## config.mk

```make
export PLATFORM = sky130hd
export DESIGN_NAME = rational_arithmetic_unit_flat
export DESIGN_NICKNAME = d
export VERILOG_FILES = /design/src/hdl/rau_pkg.sv /design/src/hdl/rau_req_if.sv /design/src/hdl/rau_rsp_if.sv /design/src/hdl/rational_arithmetic_unit.sv /design/src/hdl/rau_ctrl.sv /design/src/hdl/rau_datapath.sv /design/src/flat_wrapper.sv
export SDC_FILE = /design/constraint.sdc
export NUM_CORES = 2
export LEC_CHECK = 0
export BUFFER_PORTS_ARGS = -buffer_cell sky130_fd_sc_hd__buf_2
export CAP_MARGIN = 20
export CORE_AREA = 10 10 336 371
export CTS_CLUSTER_SIZE = 40
export DETAILED_ROUTE_END_ITERATION = 12
export DIE_AREA = 0 0 346 381
export PLACE_DENSITY = 0.66
export SLEW_MARGIN = 20
export SYNTH_ARGS = -nofsm -noshare
export SYNTH_HDL_FRONTEND = slang
export SYNTH_SLANG_ARGS = --single-unit
```

## constraint.sdc

```tcl
create_clock -name clock -period 12.4 [get_ports clock]
set_input_delay 1.86 -clock clock [delete_from_list [all_inputs] [get_ports clock]]
set_output_delay 1.86 -clock clock [all_outputs]
set_load 0.1 [all_outputs]
```

## src/hdl/rau_pkg.sv

```systemverilog
`timescale 1ns / 1ps
// rau_pkg: shared types, codes and widths of the rational arithmetic unit
// used by the channel interfaces, the controller, the datapath and the top level

package rau_pkg;

   localparam int unsigned OPERAND_BITS_DEF = 16;
   localparam int unsigned OPCODE_BITS      = 2;
   localparam int unsigned RES_NUM_BITS     = 32;
   localparam int unsigned RES_DEN_BITS     = 31;
   localparam int unsigned STATUS_BITS      = 2;

   typedef enum logic [OPCODE_BITS-1:0] {
      OP_ADD = 2'd0,
      OP_SUB = 2'd1,
      OP_MUL = 2'd2,
      OP_DIV = 2'd3
   } opcode_type;

   typedef enum logic [STATUS_BITS-1:0] {
      ST_OK       = 2'd0,
      ST_DIV_ZERO = 2'd1,
      ST_BAD_DEN  = 2'd2
   } status_type;

   // controller to datapath
   typedef struct packed {
      logic load;
      logic mul;
      logic comb;
      logic sign;
      logic gcd_step;
      logic div_init;
      logic div_step;
      logic out_load;
   } cmd_type;

   // datapath to controller
   typedef struct packed {
      logic special;
      logic gcd_done;
   } stat_type;

endpackage

```

## src/hdl/rau_req_if.sv

```systemverilog
`timescale 1ns / 1ps
// rau_req_if: request channel of the rational arithmetic unit, valid/ready
// depends on rau_pkg for widths

interface rau_req_if #(
   parameter int OPERAND_BITS = rau_pkg::OPERAND_BITS_DEF
);
   logic                                   valid;
   logic                                   ready;
   logic        [rau_pkg::OPCODE_BITS-1:0] opcode;
   logic signed [OPERAND_BITS-1:0]         a_num;
   logic        [OPERAND_BITS-2:0]         a_den;
   logic signed [OPERAND_BITS-1:0]         b_num;
   logic        [OPERAND_BITS-2:0]         b_den;

   modport source (output valid, opcode, a_num, a_den, b_num, b_den, input ready);
   modport sink   (input valid, opcode, a_num, a_den, b_num, b_den, output ready);
endinterface

```

## src/hdl/rau_rsp_if.sv

```systemverilog
`timescale 1ns / 1ps
// rau_rsp_if: response channel of the rational arithmetic unit, valid/ready
// depends on rau_pkg for widths

interface rau_rsp_if;
   logic                                     valid;
   logic                                     ready;
   logic signed [rau_pkg::RES_NUM_BITS-1:0]  res_num;
   logic        [rau_pkg::RES_DEN_BITS-1:0]  res_den;
   logic        [rau_pkg::STATUS_BITS-1:0]   status;

   modport source (output valid, res_num, res_den, status, input ready);
   modport sink   (input valid, res_num, res_den, status, output ready);
endinterface

```

## src/hdl/rational_arithmetic_unit.sv

```systemverilog
`timescale 1ns / 1ps
// rational_arithmetic_unit: top level, fraction add/sub/mul/div reduced by gcd
// depends on rau_pkg, rau_req_if, rau_rsp_if, rau_ctrl and rau_datapath
//
//   channel  dir  handshake    word
//   req_if   in   valid/ready  opcode, a_num, a_den, b_num, b_den
//   rsp_if   out  valid/ready  res_num, res_den, status
//
// one word at a time; a word is loaded, its cross products are formed, combined and
// sign fixed, then it is reduced by a binary gcd of one subtract or shift per cycle
// and divided by the gcd with restoring division before the output is loaded
// a zero-denominator or divide-by-zero word skips the arithmetic
// the response sits in its own register, so the next word is taken while it waits
// synchronous active-high reset clears the sequencer and the response valid

module rational_arithmetic_unit #(
   parameter int OPERAND_BITS = rau_pkg::OPERAND_BITS_DEF
) (
   input logic        clock,
   input logic        reset,
   rau_req_if.sink    req_if,
   rau_rsp_if.source  rsp_if
);

   rau_pkg::cmd_type   cmd;
   rau_pkg::stat_type  stat;

   rau_ctrl #(.OPERAND_BITS(OPERAND_BITS)) u_ctrl (
      .clock     (clock),
      .reset     (reset),
      .req_valid (req_if.valid),
      .req_ready (req_if.ready),
      .rsp_valid (rsp_if.valid),
      .rsp_ready (rsp_if.ready),
      .stat      (stat),
      .cmd       (cmd)
   );

   rau_datapath #(.OPERAND_BITS(OPERAND_BITS)) u_datapath (
      .clock   (clock),
      .cmd     (cmd),
      .stat    (stat),
      .opcode  (req_if.opcode),
      .a_num   (req_if.a_num),
      .a_den   (req_if.a_den),
      .b_num   (req_if.b_num),
      .b_den   (req_if.b_den),
      .res_num (rsp_if.res_num),
      .res_den (rsp_if.res_den),
      .status  (rsp_if.status)
   );

endmodule

```

## src/hdl/rau_ctrl.sv

```systemverilog
`timescale 1ns / 1ps
// rau_ctrl: sequencer of the rational arithmetic unit and the response valid flag
// depends on rau_pkg for command and status structs

module rau_ctrl #(
   parameter int OPERAND_BITS = rau_pkg::OPERAND_BITS_DEF
) (
   input  logic               clock,
   input  logic               reset,
   input  logic               req_valid,
   output logic               req_ready,
   output logic               rsp_valid,
   input  logic               rsp_ready,
   input  rau_pkg::stat_type  stat,
   output rau_pkg::cmd_type   cmd
);

   localparam int W  = 2 * OPERAND_BITS + 1;
   localparam int CB = $clog2(W);

   typedef enum logic [2:0] {
      S_IDLE, S_MUL, S_COMB, S_SIGN, S_GCD, S_DINIT, S_DIV, S_FIN
   } state_type;

   state_type      state_ff, state_in;
   logic [CB-1:0]  cnt_ff, cnt_in;
   logic           rsp_valid_ff, rsp_valid_in;
   logic           out_free;

   assign out_free  = !rsp_valid_ff || rsp_ready;
   assign req_ready = (state_ff == S_IDLE);
   assign rsp_valid = rsp_valid_ff;

   always_comb begin
      cmd          = '0;
      state_in     = state_ff;
      cnt_in       = cnt_ff;
      rsp_valid_in = rsp_valid_ff && !rsp_ready;
      unique case (state_ff)
         S_IDLE: begin
            cmd.load = req_valid;
            if (req_valid) state_in = S_MUL;
         end
         S_MUL: begin
            // flagged items skip the arithmetic
            if (stat.special) begin
               state_in = S_FIN;
            end else begin
               cmd.mul  = 1'b1;
               state_in = S_COMB;
            end
         end
         S_COMB: begin
            cmd.comb = 1'b1;
            state_in = S_SIGN;
         end
         S_SIGN: begin
            cmd.sign = 1'b1;
            state_in = S_GCD;
         end
         S_GCD: begin
            if (stat.gcd_done) state_in = S_DINIT;
            else cmd.gcd_step = 1'b1;
         end
         S_DINIT: begin
            cmd.div_init = 1'b1;
            cnt_in       = CB'(W - 1);
            state_in     = S_DIV;
         end
         S_DIV: begin
            cmd.div_step = 1'b1;
            if (cnt_ff == '0) state_in = S_FIN;
            else cnt_in = cnt_ff - 1'b1;
         end
         S_FIN: begin
            if (out_free) begin
               cmd.out_load = 1'b1;
               rsp_valid_in = 1'b1;
               state_in     = S_IDLE;
            end
         end
         default: state_in = S_IDLE;
      endcase
   end

   always_ff @(posedge clock) begin
      if (reset) begin
         state_ff     <= S_IDLE;
         cnt_ff       <= '0;
         rsp_valid_ff <= 1'b0;
      end else begin
         state_ff     <= state_in;
         cnt_ff       <= cnt_in;
         rsp_valid_ff <= rsp_valid_in;
      end
   end

`ifndef SYNTH
   a_no_overwrite: assert property (@(posedge clock) disable iff (reset)
      cmd.out_load |-> (!rsp_valid_ff || rsp_ready))
      else $error("response register overwritten while held");

   a_busy_after_accept: assert property (@(posedge clock) disable iff (reset)
      (req_valid && req_ready) |=> !req_ready)
      else $error("request taken while busy");

   a_rsp_from_fin: assert property (@(posedge clock) disable iff (reset)
      $rose(rsp_valid_ff) |-> $past(state_ff == S_FIN))
      else $error("response raised outside finish");

   a_div_ends: assert property (@(posedge clock) disable iff (reset)
      (state_ff == S_DIV && cnt_ff == '0) |=> state_ff == S_FIN)
      else $error("division did not end on count");
`endif

endmodule

```

## src/hdl/rau_datapath.sv

```systemverilog
`timescale 1ns / 1ps
// rau_datapath: cross products, sign fix, binary gcd and two-lane restoring divide
// depends on rau_pkg for codes and command/status structs

module rau_datapath #(
   parameter int OPERAND_BITS = rau_pkg::OPERAND_BITS_DEF
) (
   input  logic                                   clock,
   input  rau_pkg::cmd_type                       cmd,
   output rau_pkg::stat_type                      stat,
   input  logic        [rau_pkg::OPCODE_BITS-1:0] opcode,
   input  logic signed [OPERAND_BITS-1:0]         a_num,
   input  logic        [OPERAND_BITS-2:0]         a_den,
   input  logic signed [OPERAND_BITS-1:0]         b_num,
   input  logic        [OPERAND_BITS-2:0]         b_den,
   output logic signed [rau_pkg::RES_NUM_BITS-1:0] res_num,
   output logic        [rau_pkg::RES_DEN_BITS-1:0] res_den,
   output logic        [rau_pkg::STATUS_BITS-1:0]  status
);

   localparam int NB = OPERAND_BITS;
   localparam int PB = 2 * NB;
   localparam int W  = PB + 1;
   localparam int KB = $clog2(W + 1);

   rau_pkg::opcode_type   op_ff;
   rau_pkg::status_type   st_ff, st_in;
   logic signed [NB-1:0]  an_ff, bn_ff;
   logic        [NB-2:0]  ad_ff, bd_ff;
   logic signed [PB-1:0]  m0_ff, m1_ff, m2_ff;
   logic signed [NB-1:0]  adx, bdx, msel;
   logic signed [W-1:0]   m0w, m1w, n_ff, n_in, d_ff, d_in;
   logic                  neg_ff;
   logic        [W-1:0]   x_ff, x_in, y_ff, y_in, nm_ff, dm_ff;
   logic        [KB-1:0]  k_ff, k_in;
   logic        [W-1:0]   rn_ff, rd_ff, qn_ff, qd_ff;
   logic        [W-1:0]   rn_nx, rd_nx, qn_nx, qd_nx;
   logic signed [W:0]     snum;
   logic signed [rau_pkg::RES_NUM_BITS-1:0] res_num_ff;
   logic        [rau_pkg::RES_DEN_BITS-1:0] res_den_ff;
   logic        [rau_pkg::STATUS_BITS-1:0]  status_ff;

   // one restoring step: shift in the next dividend bit, subtract if it fits
   function automatic logic [2*W-1:0] div_bit(input logic [W-1:0] r, input logic [W-1:0] q,
                                               input logic [W-1:0] dv);
      logic [W:0] t;
      logic [W:0] s;
      t = {r, q[W-1]};
      s = t - {1'b0, dv};
      if (t >= {1'b0, dv}) div_bit = {s[W-1:0], q[W-2:0], 1'b1};
      else                 div_bit = {t[W-1:0], q[W-2:0], 1'b0};
   endfunction

   always_comb begin
      if (a_den == '0 || b_den == '0)
         st_in = rau_pkg::ST_BAD_DEN;
      else if (rau_pkg::opcode_type'(opcode) == rau_pkg::OP_DIV && b_num == '0)
         st_in = rau_pkg::ST_DIV_ZERO;
      else
         st_in = rau_pkg::ST_OK;
   end

   assign adx  = $signed({1'b0, ad_ff});
   assign bdx  = $signed({1'b0, bd_ff});
   assign msel = (op_ff == rau_pkg::OP_MUL) ? bn_ff : bdx;
   assign m0w  = W'(m0_ff);
   assign m1w  = W'(m1_ff);

   always_comb begin
      unique case (op_ff)
         rau_pkg::OP_ADD: n_in = m0w + m1w;
         rau_pkg::OP_SUB: n_in = m0w - m1w;
         default:         n_in = m0w;
      endcase
      d_in = (op_ff == rau_pkg::OP_DIV) ? m1w : W'(m2_ff);
   end

   // binary gcd, common factors of two counted in k and put back at the end
   always_comb begin
      x_in = x_ff;
      y_in = y_ff;
      k_in = k_ff;
      priority if (x_ff == '0) begin
         y_in = {y_ff[W-2:0], 1'b0};
         k_in = k_ff - 1'b1;
      end else if (!x_ff[0] && !y_ff[0]) begin
         x_in = x_ff >> 1;
         y_in = y_ff >> 1;
         k_in = k_ff + 1'b1;
      end else if (!x_ff[0]) begin
         x_in = x_ff >> 1;
      end else if (!y_ff[0]) begin
         y_in = y_ff >> 1;
      end else if (x_ff >= y_ff) begin
         x_in = x_ff - y_ff;
      end else begin
         y_in = y_ff - x_ff;
      end
   end

   assign {rn_nx, qn_nx} = div_bit(rn_ff, qn_ff, y_ff);
   assign {rd_nx, qd_nx} = div_bit(rd_ff, qd_ff, y_ff);

   assign snum = neg_ff ? -$signed({1'b0, qn_ff}) : $signed({1'b0, qn_ff});

   assign stat.special  = (st_ff != rau_pkg::ST_OK);
   assign stat.gcd_done = (x_ff == '0) && (k_ff == '0);

   always_ff @(posedge clock) begin
      if (cmd.load) begin
         op_ff <= rau_pkg::opcode_type'(opcode);
         st_ff <= st_in;
         an_ff <= a_num;
         ad_ff <= a_den;
         bn_ff <= b_num;
         bd_ff <= b_den;
      end
      if (cmd.mul) begin
         m0_ff <= an_ff * msel;
         m1_ff <= adx * bn_ff;
         m2_ff <= adx * bdx;
      end
      if (cmd.comb) begin
         n_ff <= n_in;
         d_ff <= d_in;
      end
      if (cmd.sign) begin
         neg_ff <= n_ff[W-1] ^ d_ff[W-1];
         x_ff   <= n_ff[W-1] ? W'(-n_ff) : W'(n_ff);
         y_ff   <= d_ff[W-1] ? W'(-d_ff) : W'(d_ff);
         nm_ff  <= n_ff[W-1] ? W'(-n_ff) : W'(n_ff);
         dm_ff  <= d_ff[W-1] ? W'(-d_ff) : W'(d_ff);
         k_ff   <= '0;
      end
      if (cmd.gcd_step) begin
         x_ff <= x_in;
         y_ff <= y_in;
         k_ff <= k_in;
      end
      if (cmd.div_init) begin
         rn_ff <= '0;
         rd_ff <= '0;
         qn_ff <= nm_ff;
         qd_ff <= dm_ff;
      end
      if (cmd.div_step) begin
         rn_ff <= rn_nx;
         rd_ff <= rd_nx;
         qn_ff <= qn_nx;
         qd_ff <= qd_nx;
      end
      if (cmd.out_load) begin
         if (st_ff != rau_pkg::ST_OK) begin
            res_num_ff <= rau_pkg::RES_NUM_BITS'(1);
            res_den_ff <= rau_pkg::RES_DEN_BITS'(1);
         end else begin
            res_num_ff <= rau_pkg::RES_NUM_BITS'(snum);
            res_den_ff <= rau_pkg::RES_DEN_BITS'(qd_ff);
         end
         status_ff <= st_ff;
      end
   end

   assign res_num = res_num_ff;
   assign res_den = res_den_ff;
   assign status  = status_ff;

endmodule

```

## src/flat_wrapper.sv

```systemverilog
// flat-port wrapper written by rule: the top's interface ports become plain ports
module rational_arithmetic_unit_flat 
#(
   parameter int OPERAND_BITS = rau_pkg::OPERAND_BITS_DEF
)
  (clock, reset, req_if_valid, req_if_opcode, req_if_a_num, req_if_a_den, req_if_b_num, req_if_b_den, req_if_ready, rsp_if_valid, rsp_if_res_num, rsp_if_res_den, rsp_if_status, rsp_if_ready);
  rau_req_if #(.OPERAND_BITS(OPERAND_BITS)) req_if_i ();
  rau_rsp_if rsp_if_i ();
  input logic clock;
  input logic reset;
  input wire logic [$bits(req_if_i.valid)-1:0] req_if_valid;
  input wire logic [$bits(req_if_i.opcode)-1:0] req_if_opcode;
  input wire logic [$bits(req_if_i.a_num)-1:0] req_if_a_num;
  input wire logic [$bits(req_if_i.a_den)-1:0] req_if_a_den;
  input wire logic [$bits(req_if_i.b_num)-1:0] req_if_b_num;
  input wire logic [$bits(req_if_i.b_den)-1:0] req_if_b_den;
  output wire logic [$bits(req_if_i.ready)-1:0] req_if_ready;
  output wire logic [$bits(rsp_if_i.valid)-1:0] rsp_if_valid;
  output wire logic [$bits(rsp_if_i.res_num)-1:0] rsp_if_res_num;
  output wire logic [$bits(rsp_if_i.res_den)-1:0] rsp_if_res_den;
  output wire logic [$bits(rsp_if_i.status)-1:0] rsp_if_status;
  input wire logic [$bits(rsp_if_i.ready)-1:0] rsp_if_ready;
  assign req_if_i.valid = req_if_valid;
  assign req_if_i.opcode = req_if_opcode;
  assign req_if_i.a_num = req_if_a_num;
  assign req_if_i.a_den = req_if_a_den;
  assign req_if_i.b_num = req_if_b_num;
  assign req_if_i.b_den = req_if_b_den;
  assign req_if_ready = req_if_i.ready;
  assign rsp_if_valid = rsp_if_i.valid;
  assign rsp_if_res_num = rsp_if_i.res_num;
  assign rsp_if_res_den = rsp_if_i.res_den;
  assign rsp_if_status = rsp_if_i.status;
  assign rsp_if_i.ready = rsp_if_ready;
  rational_arithmetic_unit #(.OPERAND_BITS(OPERAND_BITS)) u_core (.clock(clock), .reset(reset), .req_if(req_if_i), .rsp_if(rsp_if_i));
endmodule
```

==> summary.md <==
| Metric | Value |
|---|---|
| Post-Synthesis Net Count | `7055` |
| Clk root buf | `clkbuf_16` |
| Worst-Skew Late Latency | `0.65 ns` |
| Crit path buf inv count | `5` |
| Cell depth of the worst setup path | `25` |
| Detailed-route DRC error count | `0` |
| Die Wd | `346 µm` |
| # IOs | `135` |
| Final worst setup slack | `4.40 ns` |
| Synth Cell Area | `approximately 58000 µm²` |
| Slew @ Worst Pin | `1.06 ns` |
| Setup TNS | `0 ns` |
| Share of layout cells above drive strength 1 | `between 6 and 7%` |
| Slowest stage delay, CP | `0.77 ns` |
| Core Footprint | `117000 µm²` |
| Status | `finished, final reports clean` |
| Final cell count without fillers | `around 7.5k` |
| Worst Clk Skew | `0.0384 ns` |
| Critical path peak fanout | `a little under 70` |
| Fin crit period | `8.00 ns` |
| Crit-path leading delay family | `adder cells` |
| Final setup fails | `0` |
| Post-CTS Hold Buffers | `0` |
| Area added between synthesis and finish | `7.88%` |
| Final hold vios | `0` |
| Worst slew margin | `28.6%` |
| Die height | `381 µm` |
| EDFF count, synth | `561` |
| TritonRoute pass-1 iters | `5` |
| Cells after Synth | `5900` |
| Register area share after synthesis | `29.4%` |
| Async set or reset register ratio after synthesis | `0%` |
| WS Path Type | `reg -> reg` |
| Syn avg cell area | `9.82 µm²` |
| Resized Gates After CTS | `0` |
| Design area | `between 60000 and 70000 µm²` |
| Number of global-route vias before repair | `44.0k` |
| Final Slew Violations | `0` |
| RSZ-0062 raised after global routing | `false` |
| Synth Register Bits | `~570` |
| TritonCTS clock tree | `built` |
| Initial DRC count | `2978` |
| Synth Flop Type | `edfxtp_1` |
| IO Port Bufs | `134` |
| WL/cell | `21.0 µm` |
| FP Rows | `132` |
| Fin crit share | `around 64%` |
| Antenna violations before repair | `3` |
| Post-Route WL | `approximately 160 mm` |
| Yosys top cell area share | `29.1%` |
| Global placement routability congestion | `0.964` |
| Overall Global Routing Usage | `a little under a quarter` |
| Setup Buffers After CTS | `0` |
| Yosys cell types | `85` |
| Yosys warns | `0` |
| Vias post-DR | `roughly 42k` |
| Max Freq | `~0.13 GHz` |
| Synth area leader | `edfxtp_1` |
| Required time of the critical path | `between 10 and 15 ns` |
| Clk slew on worst S/H paths | `about 0.060 ns` |
| Dpl ws | `4.42 ns` |
| Placed Instances | `7395` |
| DRT antenna net count | `0` |
| Longest Clk Path Bufs | `3` |
| Max Cap Viol | `0` |
| Most frequent cells in the layout | `inv_1 (813), nand2_1 (772), fa_1 (615)` |
| Final nets | `7082` |
| Congestion Overflow GR | `0` |
| Critical Path AT | `~8.4 ns` |
| CTS Buf Count | `69` |
| Placement Cell Area | `60200 µm²` |
| Synth area leaders | `edfxtp_1 (29%), fa_1 (21%), ha_1 (10%)` |
| Initial Util | `49.6%` |
| Slowest-stage cell, CP | `fa_1` |
| Critical Path End Type | `register` |
| FF-to-FF path depth | `25` |
| First-pass GRT wire length | `250 mm` |
| Number of clock sinks | `571` |
| HPWL Detailed | `124 mm` |
| Commonest non-fill, non-tap cell in the layout | `inv_1` |
| Tightest Hold Check Type | `reg -> reg` |
| Die area | `132000 µm²` |
| Largest net degree at the start of global routing | `about 130` |
| Via-per-instance ratio | `5.64` |
| Top cell by count, worst path | `fa_1` |
| CTS HTree Levels | `3` |
| Hold Path Depth | `2` |
| Startpoint types | `register` |
## sequential cells by signal, indices dropped and copies added (netlist names), 3 cells and up
signal                     count
u_core.u_datapath.x_ff        33
u_core.u_datapath.qd_ff       33
u_core.u_datapath.nm_ff       33
u_core.u_datapath.bd_ff       15
u_core.u_datapath.m0_ff       32
u_core.u_datapath.rd_ff       33
u_core.u_datapath.d_ff        32
u_core.u_datapath.m1_ff       32
u_core.u_datapath.ad_ff       15
u_core.u_ctrl.cnt_ff           6
u_core.u_datapath.n_ff        33
u_core.u_datapath.res_den     31
u_core.u_datapath.m2_ff       30
u_core.u_datapath.k_ff         6
u_core.u_datapath.res_num     32
u_core.u_datapath.rn_ff       33
u_core.u_datapath.bn_ff       16
u_core.u_ctrl.state_ff         3
u_core.u_datapath.an_ff       16
u_core.u_datapath.y_ff        33
u_core.u_datapath.qn_ff       33
u_core.u_datapath.dm_ff       33
## area by class of cell
type,count,area (µm²)
fill,10500,54400
clock buffer,85,1840
inverter,815,3060
clock inverter,42,469
timing repair buffer,196,1170
tap,1541,1930
antenna,1,2.50
multi-input combinational,4274,37000
sequential,571,17000
## cells in the mapped netlist (17+ instances only)
| library cell | count |
|---|---|
| nand3_1 | 50 |
| a311oi_1 | 29 |
| nor4_1 | 45 |
| o21bai_1 | 42 |
| nand2_1 | 772 |
| edfxtp_1 | 561 |
| a21o_1 | 106 |
| xor2_1 | 97 |
| and3_1 | 26 |
| mux2i_1 | 54 |
| or3_1 | 19 |
| a31oi_1 | 17 |
| nor3_1 | 48 |
| o21a_1 | 34 |
| o31ai_1 | 36 |
| clkbuf_1 | 215 |
| nor2b_1 | 73 |
| nand2b_1 | 69 |
| and2_1 | 283 |
| xnor2_1 | 259 |
| a211oi_1 | 26 |
| nand4_1 | 27 |
| a21oi_1 | 252 |
| nor2_1 | 333 |
| a221oi_1 | 63 |
| mux2_2 | 45 |
| ha_1 | 472 |
| inv_1 | 813 |
| fa_1 | 615 |
| o21ai_0 | 202 |
## cells by family (layout without fill, tap and decap cells)
logic type                 Yosys count  count (layout)  share of synthesized area, %
buffers and inverters             1055            1138                          6.86
adders and majority gates         1087            1087                          31.4
DFF                                571             571                          29.4
muxes                               99              99                          1.81
other                                1               2                       0.00647
AOI/OAI and AO/OA                  913             913                          10.2
xor gates and xnor gates           356             356                          5.38
and+or+nand+nor                   1818            1818                          14.9
## through the flow
step,hold WS (ns),utilization (%)
after floorplan,0.459,-
after global placement,0.493,51.5
after detailed placement,0.497,51.5
after CTS,0.507,53.4
final,0.505,53.5
after global routing,0.525,53.5
## worst register-to-register path, stage by stage, from the launching register on
cell and delay [ns]:
edfxtp_1 0.32, buf_4 0.47, nor2b_1 0.21, buf_4 0.26, mux2_2 0.52, nand2_1 0.18
inv_1 0.11, fa_1 0.77, fa_1 0.50, fa_1 0.49, fa_1 0.51, fa_1 0.49
inv_1 0.05, fa_1 0.47, inv_1 0.04, ha_1 0.34, a21oi_1 0.17, o21ai_0 0.09
a21oi_1 0.18, a21oi_1 0.14, nor4_1 0.36, o21ai_0 0.20, o41ai_1 0.49, o21bai_1 0.11
a21oi_1 0.19, xnor2_1 0.08
## routing by layer
layer / part of all wire, % / GRT usage [%] / vias up
met5: 0.011 / 0 / -
met4: 5.3 / 11.2 / 2
met2: 49 / 41.3 / 1363
met3: 5.4 / 2.73 / 366
li1: - / - / 19700
met1: 41 / 29.8 / 21000
## worst paths after layout
check                                   from                           to  slack, ns
setup / recovery  u_core.u_datapath.op_ff[1]  u_core.u_datapath.m0_ff[31]       4.40
hold / removal    u_core.u_datapath.dm_ff[3]   u_core.u_datapath.qd_ff[3]       0.51
setup reg to reg  u_core.u_datapath.op_ff[1]  u_core.u_datapath.m0_ff[31]       4.40
hold reg to reg   u_core.u_datapath.dm_ff[3]   u_core.u_datapath.qd_ff[3]       0.51
Power is left out: the tool's default activity adds up to more than one toggle a clock period on the data nets, which glitch-free logic cannot reach.
